$ cat config.mk
export PLATFORM = sky130hd
export DESIGN_NAME = cascaded_angle_speed_pid_top
export DESIGN_NICKNAME = d
export VERILOG_FILES = /design/src/rtl/casp_pkg.sv /design/src/rtl/casp_regs.sv /design/src/rtl/casp_seq.sv /design/src/rtl/casp_dp.sv /design/src/rtl/cascaded_angle_speed_pid_top.sv
export SDC_FILE = /design/constraint.sdc
export NUM_CORES = 2
export LEC_CHECK = 0
export BUFFER_PORTS_ARGS = -buffer_cell sky130_fd_sc_hd__buf_2
export CAP_MARGIN = 10
export CORE_MARGIN = 3
export CORE_UTILIZATION = 65
export DETAILED_ROUTE_END_ITERATION = 12
export PLACE_DENSITY = 0.84
export SETUP_SLACK_MARGIN = 0.02
export SYNTH_ARGS = -nofsm -noshare
export SYNTH_HDL_FRONTEND = slang
export SYNTH_SLANG_ARGS = --single-unit
$ cat constraint.sdc
create_clock -name clk -period 14.02 [get_ports clk]
set_input_delay 2.804 -clock clk [delete_from_list [all_inputs] [get_ports clk]]
set_output_delay 2.804 -clock clk [all_outputs]
set_load 0.005 [all_outputs]
$ cat src/rtl/casp_pkg.sv
package casp_pkg;

  localparam int GAIN_FRAC_BITS         = 8;
  localparam int COUNTS_PER_RADIAN_LOG2 = 12;

  // pi in Q29, rounded to the angle scale
  localparam longint PI_Q29     = 64'd1686629713;
  localparam longint PI_COUNTS  =
    (PI_Q29 + (64'd1 << (28 - COUNTS_PER_RADIAN_LOG2))) >> (29 - COUNTS_PER_RADIAN_LOG2);

  localparam int GAIN_W  = 16;
  localparam int LIM_W   = 48;
  localparam int IN_W    = 18;
  localparam int AERR_W  = 19;
  localparam int ERR_W   = 25;
  localparam int OPB_W   = 26;
  localparam int PROD_W  = GAIN_W + OPB_W;
  localparam int ACC_W   = PROD_W + 2;
  localparam int RES_W   = 24;
  localparam int CADDR_W = 6;
  localparam int CDATA_W = 64;

  localparam logic [2:0] REG_ANGLE_KP     = 3'd0;
  localparam logic [2:0] REG_ANGLE_KI     = 3'd1;
  localparam logic [2:0] REG_ANGLE_KD     = 3'd2;
  localparam logic [2:0] REG_ANGLE_LIMITS = 3'd3;
  localparam logic [2:0] REG_SPEED_KP     = 3'd4;
  localparam logic [2:0] REG_SPEED_KI     = 3'd5;
  localparam logic [2:0] REG_SPEED_KD     = 3'd6;
  localparam logic [2:0] REG_SPEED_LIMITS = 3'd7;

  localparam logic STAGE_ANGLE = 1'b0;
  localparam logic STAGE_SPEED = 1'b1;

  typedef enum logic [3:0] {
    ST_IDLE,
    ST_AERR,
    ST_SERR,
    ST_MUL_I,
    ST_INT,
    ST_MUL_D,
    ST_SUM,
    ST_OUT,
    ST_PUSH
  } state_t;

  typedef struct packed {
    logic load;
    logic aerr;
    logic serr;
    logic mul_i;
    logic int_upd;
    logic mul_d;
    logic sum;
    logic fin;
    logic push;
    logic stage;
  } ctl_t;

  typedef struct packed {
    logic signed [GAIN_W-1:0] angle_kp;
    logic signed [GAIN_W-1:0] angle_ki;
    logic signed [GAIN_W-1:0] angle_kd;
    logic        [LIM_W-1:0]  angle_limits;
    logic signed [GAIN_W-1:0] speed_kp;
    logic signed [GAIN_W-1:0] speed_ki;
    logic signed [GAIN_W-1:0] speed_kd;
    logic        [LIM_W-1:0]  speed_limits;
  } cfg_t;

  // 24-bit limit field saturated to the largest positive 24-bit value
  function automatic logic [22:0] sat_lim(input logic [23:0] l);
    return l[23] ? 23'h7FFFFF : l[22:0];
  endfunction

  function automatic logic signed [RES_W-1:0] clamp_sym(input logic signed [ACC_W-1:0] v,
                                                        input logic [22:0] lim);
    logic signed [ACC_W-1:0] hi;
    logic signed [ACC_W-1:0] lo;
    hi = {{(ACC_W-23){1'b0}}, lim};
    lo = -hi;
    if (v > hi) return hi[RES_W-1:0];
    else if (v < lo) return lo[RES_W-1:0];
    else return v[RES_W-1:0];
  endfunction

endpackage

$ cat src/rtl/casp_regs.sv
module casp_regs
  import casp_pkg::*;
(
  input  logic               clk,
  input  logic               rst_n,
  input  logic               psel,
  input  logic               penable,
  input  logic               pwrite,
  input  logic [CADDR_W-1:0] paddr,
  input  logic [CDATA_W-1:0] pwdata,
  output logic [CDATA_W-1:0] prdata,
  output cfg_t               cfg
);

  cfg_t       cfg_r;
  logic       wr_en;
  logic [2:0] idx;

  assign wr_en = psel & penable & pwrite;
  assign idx   = paddr[5:3];
  assign cfg   = cfg_r;

  always_ff @(posedge clk) begin
    if (!rst_n) begin
      cfg_r <= '0;
    end else if (wr_en) begin
      case (idx)
        REG_ANGLE_KP:     cfg_r.angle_kp     <= pwdata[GAIN_W-1:0];
        REG_ANGLE_KI:     cfg_r.angle_ki     <= pwdata[GAIN_W-1:0];
        REG_ANGLE_KD:     cfg_r.angle_kd     <= pwdata[GAIN_W-1:0];
        REG_ANGLE_LIMITS: cfg_r.angle_limits <= pwdata[LIM_W-1:0];
        REG_SPEED_KP:     cfg_r.speed_kp     <= pwdata[GAIN_W-1:0];
        REG_SPEED_KI:     cfg_r.speed_ki     <= pwdata[GAIN_W-1:0];
        REG_SPEED_KD:     cfg_r.speed_kd     <= pwdata[GAIN_W-1:0];
        REG_SPEED_LIMITS: cfg_r.speed_limits <= pwdata[LIM_W-1:0];
        default:          cfg_r              <= cfg_r;
      endcase
    end
  end

  always_comb begin
    case (idx)
      REG_ANGLE_KP:     prdata = {{(CDATA_W-GAIN_W){1'b0}}, cfg_r.angle_kp};
      REG_ANGLE_KI:     prdata = {{(CDATA_W-GAIN_W){1'b0}}, cfg_r.angle_ki};
      REG_ANGLE_KD:     prdata = {{(CDATA_W-GAIN_W){1'b0}}, cfg_r.angle_kd};
      REG_ANGLE_LIMITS: prdata = {{(CDATA_W-LIM_W){1'b0}}, cfg_r.angle_limits};
      REG_SPEED_KP:     prdata = {{(CDATA_W-GAIN_W){1'b0}}, cfg_r.speed_kp};
      REG_SPEED_KI:     prdata = {{(CDATA_W-GAIN_W){1'b0}}, cfg_r.speed_ki};
      REG_SPEED_KD:     prdata = {{(CDATA_W-GAIN_W){1'b0}}, cfg_r.speed_kd};
      REG_SPEED_LIMITS: prdata = {{(CDATA_W-LIM_W){1'b0}}, cfg_r.speed_limits};
      default:          prdata = '0;
    endcase
  end

endmodule

$ cat src/rtl/casp_seq.sv
module casp_seq
  import casp_pkg::*;
(
  input  logic clk,
  input  logic rst_n,
  input  logic in_valid,
  input  logic in_opcode,
  input  logic out_free,
  output logic in_ready,
  output ctl_t ctl
);

  state_t state_r, state_nxt;
  logic   stage_r, stage_nxt;

  always_ff @(posedge clk) begin
    if (!rst_n) begin
      state_r <= ST_IDLE;
      stage_r <= STAGE_SPEED;
    end else begin
      state_r <= state_nxt;
      stage_r <= stage_nxt;
    end
  end

  // next state
  always_comb begin
    state_nxt = state_r;
    stage_nxt = stage_r;
    case (state_r)
      ST_IDLE: begin
        if (in_valid) begin
          state_nxt = in_opcode ? ST_AERR : ST_SERR;
          stage_nxt = in_opcode ? STAGE_ANGLE : STAGE_SPEED;
        end
      end
      ST_AERR:  state_nxt = ST_MUL_I;
      ST_SERR:  state_nxt = ST_MUL_I;
      ST_MUL_I: state_nxt = ST_INT;
      ST_INT:   state_nxt = ST_MUL_D;
      ST_MUL_D: state_nxt = ST_SUM;
      ST_SUM:   state_nxt = ST_OUT;
      ST_OUT: begin
        if (stage_r == STAGE_ANGLE) begin
          state_nxt = ST_SERR;
          stage_nxt = STAGE_SPEED;
        end else begin
          state_nxt = ST_PUSH;
        end
      end
      ST_PUSH: begin
        if (out_free) state_nxt = ST_IDLE;
      end
      default: state_nxt = ST_IDLE;
    endcase
  end

  // strobes; nothing is taken while reset is held
  always_comb begin
    ctl       = '0;
    ctl.stage = stage_r;
    in_ready  = 1'b0;
    case (state_r)
      ST_IDLE: begin
        in_ready = rst_n;
        ctl.load = in_valid & rst_n;
      end
      ST_AERR:  ctl.aerr    = 1'b1;
      ST_SERR:  ctl.serr    = 1'b1;
      ST_MUL_I: ctl.mul_i   = 1'b1;
      ST_INT:   ctl.int_upd = 1'b1;
      ST_MUL_D: ctl.mul_d   = 1'b1;
      ST_SUM:   ctl.sum     = 1'b1;
      ST_OUT:   ctl.fin     = 1'b1;
      ST_PUSH:  ctl.push    = out_free;
      default:  ctl         = '0;
    endcase
  end

endmodule

$ cat src/rtl/casp_dp.sv
module casp_dp
  import casp_pkg::*;
(
  input  logic                    clk,
  input  logic                    rst_n,
  input  ctl_t                    ctl,
  input  cfg_t                    cfg,
  input  logic                    in_opcode,
  input  logic signed [IN_W-1:0]  in_setpoint,
  input  logic signed [IN_W-1:0]  in_angle,
  input  logic signed [IN_W-1:0]  in_rate,
  input  logic                    in_wrap,
  input  logic                    out_ready,
  output logic                    out_valid,
  output logic                    out_free,
  output logic signed [RES_W-1:0] out_drive,
  output logic signed [RES_W-1:0] out_target
);

  localparam logic signed [19:0] PI_C     = 20'(PI_COUNTS);
  localparam logic signed [19:0] TWO_PI_C = 20'(2 * PI_COUNTS);

  logic                     op_r, wrap_r;
  logic signed [IN_W-1:0]   sp_r, ang_r, rate_r;
  logic signed [ERR_W-1:0]  err_r;
  logic signed [OPB_W-1:0]  diff_r;
  logic signed [PROD_W-1:0] prod_r;
  logic signed [ACC_W-1:0]  acc_r;
  logic signed [RES_W-1:0]  target_r, drive_r;
  logic signed [AERR_W-1:0] angle_last_r;
  logic signed [RES_W-1:0]  angle_integ_r;
  logic signed [ERR_W-1:0]  speed_last_r;
  logic signed [RES_W-1:0]  speed_integ_r;
  logic                     out_valid_r;
  logic signed [RES_W-1:0]  out_drive_r, out_target_r;

  logic signed [19:0]       ae_raw, ae_wrap;
  logic signed [RES_W-1:0]  rate_tgt;
  logic signed [ERR_W-1:0]  serr;
  logic signed [GAIN_W-1:0] coef;
  logic signed [OPB_W-1:0]  opb, last_ext, diff;
  logic signed [PROD_W-1:0] prod_nxt, prod_sh;
  logic signed [RES_W-1:0]  integ_cur, integ_nxt, res;
  logic signed [ACC_W-1:0]  acc_sh;
  logic [LIM_W-1:0]         limits;
  logic [22:0]              ilim, olim;

  function automatic logic signed [19:0] in_ext20(input logic signed [IN_W-1:0] v);
    return {{(20-IN_W){v[IN_W-1]}}, v};
  endfunction

  // angle error with a single wrap correction
  assign ae_raw  = 20'(in_ext20(sp_r) - in_ext20(ang_r));
  assign ae_wrap = !wrap_r        ? ae_raw :
                   (ae_raw > PI_C)  ? 20'(ae_raw - TWO_PI_C) :
                   (ae_raw < -PI_C) ? 20'(ae_raw + TWO_PI_C) : ae_raw;

  assign rate_tgt = op_r ? target_r : {{(RES_W-IN_W){sp_r[IN_W-1]}}, sp_r};
  assign serr     = {rate_tgt[RES_W-1], rate_tgt} - {{(ERR_W-IN_W){rate_r[IN_W-1]}}, rate_r};

  // stage-selected operands
  assign limits    = (ctl.stage == STAGE_SPEED) ? cfg.speed_limits : cfg.angle_limits;
  assign ilim      = sat_lim(limits[47:24]);
  assign olim      = sat_lim(limits[23:0]);
  assign integ_cur = (ctl.stage == STAGE_SPEED) ? speed_integ_r : angle_integ_r;
  assign last_ext  = (ctl.stage == STAGE_SPEED) ? {speed_last_r[ERR_W-1], speed_last_r}
                   : {{(OPB_W-AERR_W){angle_last_r[AERR_W-1]}}, angle_last_r};
  assign diff      = {err_r[ERR_W-1], err_r} - last_ext;

  always_comb begin
    if (ctl.stage == STAGE_SPEED) begin
      coef = ctl.mul_i ? cfg.speed_ki : ctl.int_upd ? cfg.speed_kp : cfg.speed_kd;
    end else begin
      coef = ctl.mul_i ? cfg.angle_ki : ctl.int_upd ? cfg.angle_kp : cfg.angle_kd;
    end
  end

  // the one shared multiplier
  assign opb      = ctl.mul_d ? diff_r : {err_r[ERR_W-1], err_r};
  assign prod_nxt = coef * opb;

  assign prod_sh   = prod_r >>> GAIN_FRAC_BITS;
  assign integ_nxt = clamp_sym({{(ACC_W-RES_W){integ_cur[RES_W-1]}}, integ_cur}
                               + {{(ACC_W-PROD_W){prod_sh[PROD_W-1]}}, prod_sh}, ilim);
  assign acc_sh    = acc_r >>> GAIN_FRAC_BITS;
  assign res       = clamp_sym(acc_sh + {{(ACC_W-RES_W){integ_cur[RES_W-1]}}, integ_cur}, olim);

  always_ff @(posedge clk) begin
    if (ctl.load) begin
      op_r   <= in_opcode;
      wrap_r <= in_wrap;
      sp_r   <= in_setpoint;
      ang_r  <= in_angle;
      rate_r <= in_rate;
    end
    if (ctl.load) target_r <= '0;
    else if (ctl.fin && ctl.stage == STAGE_ANGLE) target_r <= res;
    if (ctl.fin && ctl.stage == STAGE_SPEED) drive_r <= res;
    if (ctl.aerr) err_r <= {{(ERR_W-20){ae_wrap[19]}}, ae_wrap};
    else if (ctl.serr) err_r <= serr;
    if (ctl.mul_i) diff_r <= diff;
    if (ctl.mul_i || ctl.int_upd || ctl.mul_d) prod_r <= prod_nxt;
    if (ctl.mul_d) acc_r <= {{(ACC_W-PROD_W){prod_r[PROD_W-1]}}, prod_r};
    else if (ctl.sum) acc_r <= acc_r + {{(ACC_W-PROD_W){prod_r[PROD_W-1]}}, prod_r};
    if (ctl.push) begin
      out_drive_r  <= drive_r;
      out_target_r <= target_r;
    end
  end

  // controller state and output slot
  always_ff @(posedge clk) begin
    if (!rst_n) begin
      angle_last_r  <= '0;
      angle_integ_r <= '0;
      speed_last_r  <= '0;
      speed_integ_r <= '0;
      out_valid_r   <= 1'b0;
    end else begin
      if (ctl.int_upd && ctl.stage == STAGE_ANGLE) angle_integ_r <= integ_nxt;
      if (ctl.int_upd && ctl.stage == STAGE_SPEED) speed_integ_r <= integ_nxt;
      if (ctl.fin && ctl.stage == STAGE_ANGLE) angle_last_r <= err_r[AERR_W-1:0];
      if (ctl.fin && ctl.stage == STAGE_SPEED) speed_last_r <= err_r;
      if (ctl.push) out_valid_r <= 1'b1;
      else if (out_ready) out_valid_r <= 1'b0;
    end
  end

  assign out_free   = !out_valid_r || out_ready;
  assign out_valid  = out_valid_r;
  assign out_drive  = out_drive_r;
  assign out_target = out_target_r;

endmodule

$ cat src/rtl/cascaded_angle_speed_pid_top.sv
// Channel  Dir  Payload (lsb first)                                  Handshake
// in_      in   tdata: setpoint, measured_angle, measured_rate       tvalid/tready
//               tuser: opcode, wrap_enable
// out_     out  tdata: drive, target_rate                            tvalid/tready
// cfg_     in   APB, 8 regs of 64 bits at 8*i, pready tied high      psel/penable
//
// Sequence: one request at a time through a single 16x26 multiplier and
// 44-bit adders and clamps. Speed-only request: error, 5 stage steps and push
// from accept to result register, then the next request is taken in idle;
// cascaded: the angle stage adds error plus 5 steps first. Reset is
// synchronous, active low, and clears gains, limits, integrals and last errors.
// A result waiting on out_tready does not block the next request; a second
// finished result holds in the push step until the output register frees.
module cascaded_angle_speed_pid_top
  import casp_pkg::*;
(
  input  logic               clk,
  input  logic               rst_n,
  // input stream
  input  logic               in_tvalid,
  output logic               in_tready,
  input  logic [55:0]        in_tdata,   // [17:0] setpoint, [35:18] measured_angle,
                                         // [53:36] measured_rate, [55:54] zero
  input  logic [1:0]         in_tuser,   // [0] opcode, [1] wrap_enable
  // result stream
  output logic               out_tvalid,
  input  logic               out_tready,
  output logic [47:0]        out_tdata,  // [23:0] drive, [47:24] target_rate
  // register port
  input  logic               cfg_psel,
  input  logic               cfg_penable,
  input  logic               cfg_pwrite,
  input  logic [CADDR_W-1:0] cfg_paddr,
  input  logic [CDATA_W-1:0] cfg_pwdata,
  output logic [CDATA_W-1:0] cfg_prdata,
  output logic               cfg_pready
);

  cfg_t                    cfg;
  ctl_t                    ctl;
  logic                    out_free;
  logic signed [RES_W-1:0] drive, target_rate;

  assign cfg_pready = 1'b1;

  casp_regs u_regs (
    .clk     (clk),
    .rst_n   (rst_n),
    .psel    (cfg_psel),
    .penable (cfg_penable),
    .pwrite  (cfg_pwrite),
    .paddr   (cfg_paddr),
    .pwdata  (cfg_pwdata),
    .prdata  (cfg_prdata),
    .cfg     (cfg)
  );

  // step sequencer: error, I product, integral update, P/D products, sum, clamp
  casp_seq u_seq (
    .clk       (clk),
    .rst_n     (rst_n),
    .in_valid  (in_tvalid),
    .in_opcode (in_tuser[0]),
    .out_free  (out_free),
    .in_ready  (in_tready),
    .ctl       (ctl)
  );

  casp_dp u_dp (
    .clk         (clk),
    .rst_n       (rst_n),
    .ctl         (ctl),
    .cfg         (cfg),
    .in_opcode   (in_tuser[0]),
    .in_setpoint (in_tdata[17:0]),
    .in_angle    (in_tdata[35:18]),
    .in_rate     (in_tdata[53:36]),
    .in_wrap     (in_tuser[1]),
    .out_ready   (out_tready),
    .out_valid   (out_tvalid),
    .out_free    (out_free),
    .out_drive   (drive),
    .out_target  (target_rate)
  );

  assign out_tdata = {target_rate, drive};

  // ready drops once a request is taken
  a_busy_after_accept: assert property (@(posedge clk) disable iff (!rst_n)
    (in_tvalid && in_tready) |=> !in_tready)
    else $error("accepted a request while still busy");

  // at most one sequencer step active in any cycle
  a_one_step: assert property (@(posedge clk) disable iff (!rst_n)
    $onehot0({ctl.load, ctl.aerr, ctl.serr, ctl.mul_i, ctl.int_upd,
              ctl.mul_d, ctl.sum, ctl.fin, ctl.push}))
    else $error("more than one sequencer step active");

  // a push always presents a result next cycle
  a_push_valid: assert property (@(posedge clk) disable iff (!rst_n)
    ctl.push |=> out_tvalid)
    else $error("result pushed but not presented");

  // a speed-only request never leaves a nonzero target rate
  a_speed_only_target: assert property (@(posedge clk) disable iff (!rst_n)
    (in_tvalid && in_tready && !in_tuser[0]) |=> ctl.push [->1] ##1 (target_rate == '0))
    else $error("target rate nonzero for speed-only request");

endmodule

# [Yosys cells after proc, flatten, opt, wreduce, memory -nomap -nowiden]
# Cells that the tools add are included.
# W data, S select, Z words.
[op_classes] add_sub_neg=10 n_mul=1 order_cmp=6 n_eq_ne=17 n_mux=45 n_bitwise=4 reduce_logical=26
[op_table] cell="$pmux W64 S8" n=1
[op_table] cell="$mux W24" n=6
[op_table] cell="$gt A44 B24 Y1" n=2
[op_table] cell="$lt A44 B44 Y1" n=2
[op_table] cell="$mux W44" n=2
[op_table] cell="$neg A23 Y44" n=2
[op_table] cell="$mux W16" n=5
[op_table] cell="$mux W20" n=3
[op_table] cell="$mux W26" n=2
[op_table] cell="$mux W25" n=2
[op_table] cell="$mux W48" n=1
[op_table] cell="$mux W23" n=2
[op_table] cell="$add A44 B44 Y44" n=1
[op_table] cell="$mul A16 B26 Y42" n=1
[op_table] cell="$add A36 B24 Y37" n=1
[op_table] cell="$add A24 B34 Y35" n=1
[op_table] cell="$pmux W4 S8" n=1
[op_table] cell="$sub A26 B26 Y26" n=1
[op_table] cell="$sub A24 B18 Y25" n=1
[op_table] cell="$add A20 B16 Y20 const B" n=1
[op_table] cell="$gt A20 B15 Y1 const B" n=1
[op_table] cell="$lt A20 B15 Y1 const B" n=1
[op_table] cell="$reduce_and A2 Y1" n=10
[op_table] cell="$sub A20 B16 Y20 const B" n=1
[op_table] cell="24 further kinds" n=58
[word_totals] ff_bits=579 wordCells=137

# [Depth between registers and ports, before layout]
[logic_depth] word_depth=9 ltp_mapped=42 mapped_depth_nobuf=31

# [Modules after synthesis]
# From an unflattened synthesis, not the netlist that was laid out.
[hier_totals] cells_unflattened=6186 hier_area_um2=54335.9
[modules_own_cells] module="casp_dp" n_inst=1 cells_per_inst=5041 area_each_um2=45055.7
[modules_own_cells] module="casp_regs" n_inst=1 cells_per_inst=1097 area_each_um2=8891.0
[modules_own_cells] module="casp_seq" n_inst=1 cells_per_inst=46 area_each_um2=377.9
[modules_own_cells] module="cascaded_angle_speed_pid_top" n_inst=1 cells_per_inst=2 area_each_um2=11.3

# [Worst setup path after synthesis]
# OpenSTA, ideal clock, no wires.
[synth_path] path_kind="reg2reg" startpoint="register u_seq.state_r[0]" endpoint="register u_dp.prod_r[40], data pin" setup_ns=0.258 arrival_ns=8.581 required_time_ns=13.762 setup_slack_ns=5.181 path_stages_with_launch=37 n_path_buf=8 cell_sequence="dfxtp_1 > buf_2 > o31ai_2 > nand2_1 > clkbuf_1 > clkbuf_1 > clkbuf_1 > buf_2 > buf_2 > buf_1 > a211oi_1 > nor2_1 > clkbuf_1 > nor2_1 > fa_1 > inv_1 > fa_1 > fa_1 > fa_1 > inv_1 > fa_1 > inv_1 > fa_1 > inv_1 > ha_1 > a21o_1 > a21o_1 > a211oi_1 > a21boi_0 > or3b_2 > a31oi_1 > nand3_1 > a21oi_1 > o41ai_1 > o21ai_0 > a21oi_1 > xnor2_1"
[synth_via] elab_chain_len=6
[synth_lines] element="start, declared" line_no="casp_seq.sv:13" rtl="state_t state_r, state_nxt;"
[synth_lines] element="start signal, assigned" line_no="casp_seq.sv:21" rtl="state_r <= state_nxt;"
[synth_lines] element="$eq A4 B3 Y1" line_no="casp_seq.sv:63" rtl="case (state_r)"
[synth_lines] element="$mux W1" line_no="casp_seq.sv:63"
[synth_lines] element="$mux W16 (on tied branches) (2 in series)" line_no="casp_dp.sv:74, casp_dp.sv:72"
[synth_lines] element="$mux W16" line_no="casp_dp.sv:71" rtl="if (ctl.stage == STAGE_SPEED) begin"
[synth_lines] element="$mul A16 B26 Y42 (*)" line_no="casp_dp.sv:80" rtl="assign prod_nxt = coef * opb;"
[synth_lines] element="via u_dp.prod_nxt[40]" line_no="casp_dp.sv:42" rtl="logic signed [PROD_W-1:0] prod_nxt, prod_sh;"
[synth_lines] element="end signal, assigned" line_no="casp_dp.sv:102" rtl="if (ctl.mul_i || ctl.int_upd || ctl.mul_d) prod_r <= prod_nxt;"
[synth_lines] element="end, declared" line_no="casp_dp.sv:27" rtl="logic signed [PROD_W-1:0] prod_r;"
# Mark *: on every way through the listed nets, which the timed path passes. The rest lies on a longest branch.
# A chain may end at the register's enable or synchronous reset.

# [Final worst setup path]
[layout_path] startpoint="register u_seq.state_r[1]" endpoint="register u_dp.prod_r[41], data pin"
# Same word-level chain as after synthesis.

==> impl.org <==
** Critical path
- Worst reg2reg path endpoint :: u_dp.prod_r[41]
- Critical path's most frequent cell :: sky130_fd_sc_hd__fa_1
- For the worst flop-to-flop path, the logic depth is 29.
- In this run the critical register-to-register path is launched from u_seq.state_r[1].
- Along the worst path, the maximum fanout reaches 51.
- STA classifies the critical path startpoint as a flip-flop.
- The largest individual stage delay along the critical path comes from the cell sky130_fd_sc_hd__o31ai_2.
- STA puts the critical path data required time at between 10 and 15 ns.
- Slowest cell delay on critical path :: about 1.0 ns
- The critical path is of the reg2reg type.
- The worst setup path is captured at a flip-flop.
- Data arrives at the worst endpoint at approximately 11 ns.
- Worst Setup EP :: u_dp.prod_r[41]
- Beginning of the critical path :: u_seq.state_r[1]
- The setup check on the worst reg-to-reg path leaves a slack of around 3.6 ns.

** Run status
- The flow ran to the end, and the final reports show no timing, DRC or antenna violations.

** Global routing
- Total routing resource utilization after global routing :: approximately two fifths
- Entering global routing, the biggest net connects ~120 pins.
- Wire length of the first global-routing pass :: between 200 and 300 mm
- Grt ovf :: 0
- The number of global-route vias before repair came to around 48000.
- The initial antenna violation count was 9.

** Synthesis
- In the synthesized netlist the async set-or-reset flop fraction comes to 0%.
- Post-synth top area cell :: sky130_fd_sc_hd__fa_1
- The synthesized design devotes to its leading area cell type 14.9% of total area.
- Average cell area after synthesis :: about 8.5 sq um
- Largest cells by area after synthesis :: sky130_fd_sc_hd__fa_1 15%, sky130_fd_sc_hd__edfxtp_1 15%, sky130_fd_sc_hd__dfxtp_1 11%
- In this run the cell area of the synthesized design comes to 54900 sq um.
- In the synthesized netlist, the number of instances is about 6500.
- sky130_fd_sc_hd__nand2_1 is the most common cell in the netlist.
- Yosys printed 0 warnings.
- After synthesis the netlist holds a flip-flop and latch count of just under 600.
- Dominant synthesized flop cell :: sky130_fd_sc_hd__dfxtp_1
- The share of the Yosys chip area taken by registers is between 20% and 30%.
- Cell types with the highest counts after synthesis :: 1160 x sky130_fd_sc_hd__nand2_1, 627 x sky130_fd_sc_hd__inv_1, 473 x sky130_fd_sc_hd__nor2_1, 418 x sky130_fd_sc_hd__ha_1, 408 x sky130_fd_sc_hd__fa_1
- The synthesized design contains 265 enable-type register cells.
- Synth cell types :: around 100

** Floorplan
- Die Outline Area :: between 80000 and 90000 sq um
- The floorplan has approximately 110 rows.
- Initial core utilization :: 66.2%
- The total area inside the core boundary comes to roughly 83000 sq um.
- Pin placement for this block handled 250 I/O pins.
- Horizontal extent of the die :: about 300 microns
- The die is between 200 and 300 microns tall.

** Clock tree
- In this run the deepest clock path goes through 3 buffers.
- Clock Latency Late Sink :: ~0.67 ns
- Clock root buffer :: sky130_fd_sc_hd__clkbuf_16
- H-tree depth reported by CTS :: 3
- The number of setup buffers added after CTS is 0.
- Clock tree synthesis inserted a total of 68 buffers.
- The number of hold buffers added after CTS was 0.
- Post-CTS repair changed the size of 0 cells.
- Clock-pin slew on the worst setup and hold paths :: roughly 0.06 ns
- Clock tree synthesis found a total of about 580 sinks.
- TritonCTS built the clock tree.

** STA
- Max Freq :: 95.6 MHz
- At the pin with the least slew margin, the transition time is 1.35 ns.
- Setup Skew :: roughly 0.072 ns
- In the finished design, the share of the clock period the worst path needs comes to between 70% and 80%.
- Post-route worst hold slack :: roughly 0.42 ns
- The number of pins with negative max-slew slack in the final report came to 0.
- Final Worst Setup Slack :: 3.56 ns
- Finish-stage setup viols :: 0
- Subtracting the final worst setup slack from the clock period gives approximately 10 ns.
- The final hold violation count was 0.
- Setup repair after global routing left no endpoint under its margin.
- Summed over all failing endpoints, the final setup total negative slack is 0 ns.
- The worst pin sits at a relative slew slack of roughly 7.2%.

** Flow run
- Number of max-capacitance violations reported :: 0

** Placement
- After detailed placement, the total cell area comes to about 57000 sq um.
- Port Buffers :: ~210
- Routability cong. :: 1.04
- Detailed placer's ending HPWL :: between 100 and 150 mm
- Post-placement worst setup slack :: about 4 ns

** Power and ir drop
- Overall power after layout :: approximately 0.009 W
- IR analysis of the VDD net gives a maximum drop of between 0.00015 and 0.0002 V.
- Leak Pwr :: about 26 nW
- Dividing total power by cell area gives a power density of between 150 and 200 nW/um^2.

** Finish
- With fillers left out, the area of the finished cells amounts to a little under 60000 sq um.
- Layout area overhead :: 7.32%
- After the last flow step, the layout net total stands at roughly 7500.
- In the final layout, the share of cells above drive strength 1 is about 7.7%.

** Routing
- Routed wire length :: about 170 mm
- Total number of vias :: around 49000
- Antenna viol nets, final :: 0
- In the routed layout, each cell is associated on average with a via count of about 6.3.
- After the first detailed-routing iteration, the DRC count stood at just under 5000.
- After detailed routing, the number of remaining DRC violations is 0.
- Average wire per cell in the routed design :: around 22 microns
- Before antenna repair, the detailed router went through 9 iterations.

** Worst hold path
- In this run the worst hold path is classified as reg2reg.
## layout make-up
class	instances	area [sq um]
antenna	9	22.5
clock buffer	81	1790
clock inverter	44	510
fill	6463	24000
inverter	629	2360
multi-input combinational	4947	37000
sequential	579	14200
tap	1123	1410
timing repair buffer	275	1540
## where the power goes
group | leakage [nW] | switching [W] | internal (W)
sequential | 5.01 | 0.000176 | 0.00203
clock | 1.11 | 0.000779 | 0.00103
combinational | 19.5 | 0.00316 | 0.00185
total | 25.7 | 0.00412 | 0.00491
## cells by family after synthesis
group / Yosys count / synth area share [%]
XOR/XNOR: 242 / 3.86
buffers and inverters: 962 / 6.95
other: 2 / 0.0137
adder cells (fa/ha/maj): 826 / 24.4
AND/OR/NAND/NOR: 2252 / 18.1
multiplexers: 150 / 2.93
AO/OA/AOI/OAI: 1460 / 17.8
flip-flops: 579 / 26.0
## flip-flops by register name (all words and copies together), names as in the netlist, 4 cells and up
signal and count:
u_dp.angle_last_r 19, u_dp.err_r 25, u_dp.rate_r 18, u_dp.prod_r 42, u_dp.target_r 24, u_dp.speed_integ_r 24, u_dp.out_target 24, u_dp.diff_r 26
u_regs.cfg 192, u_dp.acc_r 44, u_dp.out_drive 24, u_dp.angle_integ_r 24, u_dp.drive_r 24, u_dp.sp_r 18, u_seq.state_r 4, u_dp.speed_last_r 25
u_dp.ang_r 18
## how the worst min path moves through the flow
stage                     startpoint                  to  slack [ns]  depth (start not counted)
finish               u_dp.drive_r[4]   u_dp.out_drive[4]        0.42                          0
global route         u_dp.drive_r[7]   u_dp.out_drive[7]        0.43                          0
CTS                  u_dp.drive_r[5]   u_dp.out_drive[5]        0.42                          0
detailed placement  u_dp.drive_r[21]  u_dp.out_drive[21]        0.41                          0
global placement    u_dp.drive_r[12]  u_dp.out_drive[12]        0.40                          0
floorplan            u_dp.drive_r[0]   u_dp.out_drive[0]        0.40                          0
## cell usage in the layout (no fill, tap or decap), types with 18 or more instances in the layout
| master | count |
|---|---|
| sky130_fd_sc_hd__a21boi_0 | 251 |
| sky130_fd_sc_hd__and3_1 | 37 |
| sky130_fd_sc_hd__a22o_1 | 59 |
| sky130_fd_sc_hd__o21bai_1 | 39 |
| sky130_fd_sc_hd__edfxtp_1 | 265 |
| sky130_fd_sc_hd__a21oi_1 | 315 |
| sky130_fd_sc_hd__nand3_1 | 97 |
| sky130_fd_sc_hd__inv_1 | 626 |
| sky130_fd_sc_hd__o21a_1 | 42 |
| sky130_fd_sc_hd__a211oi_1 | 64 |
| sky130_fd_sc_hd__fa_1 | 408 |
| sky130_fd_sc_hd__nand2_1 | 1159 |
| sky130_fd_sc_hd__dfxtp_1 | 314 |
| sky130_fd_sc_hd__nor2b_1 | 57 |
| sky130_fd_sc_hd__and2_1 | 52 |
| sky130_fd_sc_hd__nand4_1 | 54 |
| sky130_fd_sc_hd__ha_1 | 418 |
| sky130_fd_sc_hd__mux2_2 | 33 |
| sky130_fd_sc_hd__a22oi_1 | 19 |
| sky130_fd_sc_hd__nor4_1 | 44 |
| sky130_fd_sc_hd__xnor2_1 | 165 |
| sky130_fd_sc_hd__xor2_1 | 77 |
| sky130_fd_sc_hd__o31ai_1 | 29 |
| sky130_fd_sc_hd__nand2b_1 | 50 |
| sky130_fd_sc_hd__o21ai_1 | 21 |
| sky130_fd_sc_hd__nor3_1 | 90 |
| sky130_fd_sc_hd__nor3b_1 | 18 |
| sky130_fd_sc_hd__nor2_1 | 467 |
| sky130_fd_sc_hd__or3_1 | 40 |
| sky130_fd_sc_hd__a31oi_1 | 47 |
| sky130_fd_sc_hd__o211ai_1 | 40 |
| sky130_fd_sc_hd__a21o_1 | 97 |
| sky130_fd_sc_hd__buf_2 | 210 |
| sky130_fd_sc_hd__buf_4 | 64 |
| sky130_fd_sc_hd__mux2i_1 | 108 |
| sky130_fd_sc_hd__o21ai_0 | 270 |
| sky130_fd_sc_hd__clkbuf_16 | 68 |
## metal layers
metal	up-vias	GRT usage, %	part of all wire (%)
li1	22100	-	-
met1	23300	46.3	36
met2	2598	62.3	45
met3	694	8.73	10
met4	6	26.6	8.1
met5	-	0	0.021
## per-stage QoR
stage | util [%] | instances
floorplan | - | 6488
finish | 71.0 | 7687
global route | 71.0 | 7682
detailed placement | 68.2 | 7553
CTS | 71.0 | 7678
global placement | 68.2 | 7553
## critical path: cells and delay by family, from the launching register on
family | cells | cell delay, ns
AOI/OAI and AO/OA | 11 | 3.35
adders and majority gates | 7 | 3.16
and+or+nand+nor | 6 | 2.42
buffers and inverters | 5 | 0.74
DFF | 1 | 0.47
No activity file was read; power rests on OpenSTA's default activity.
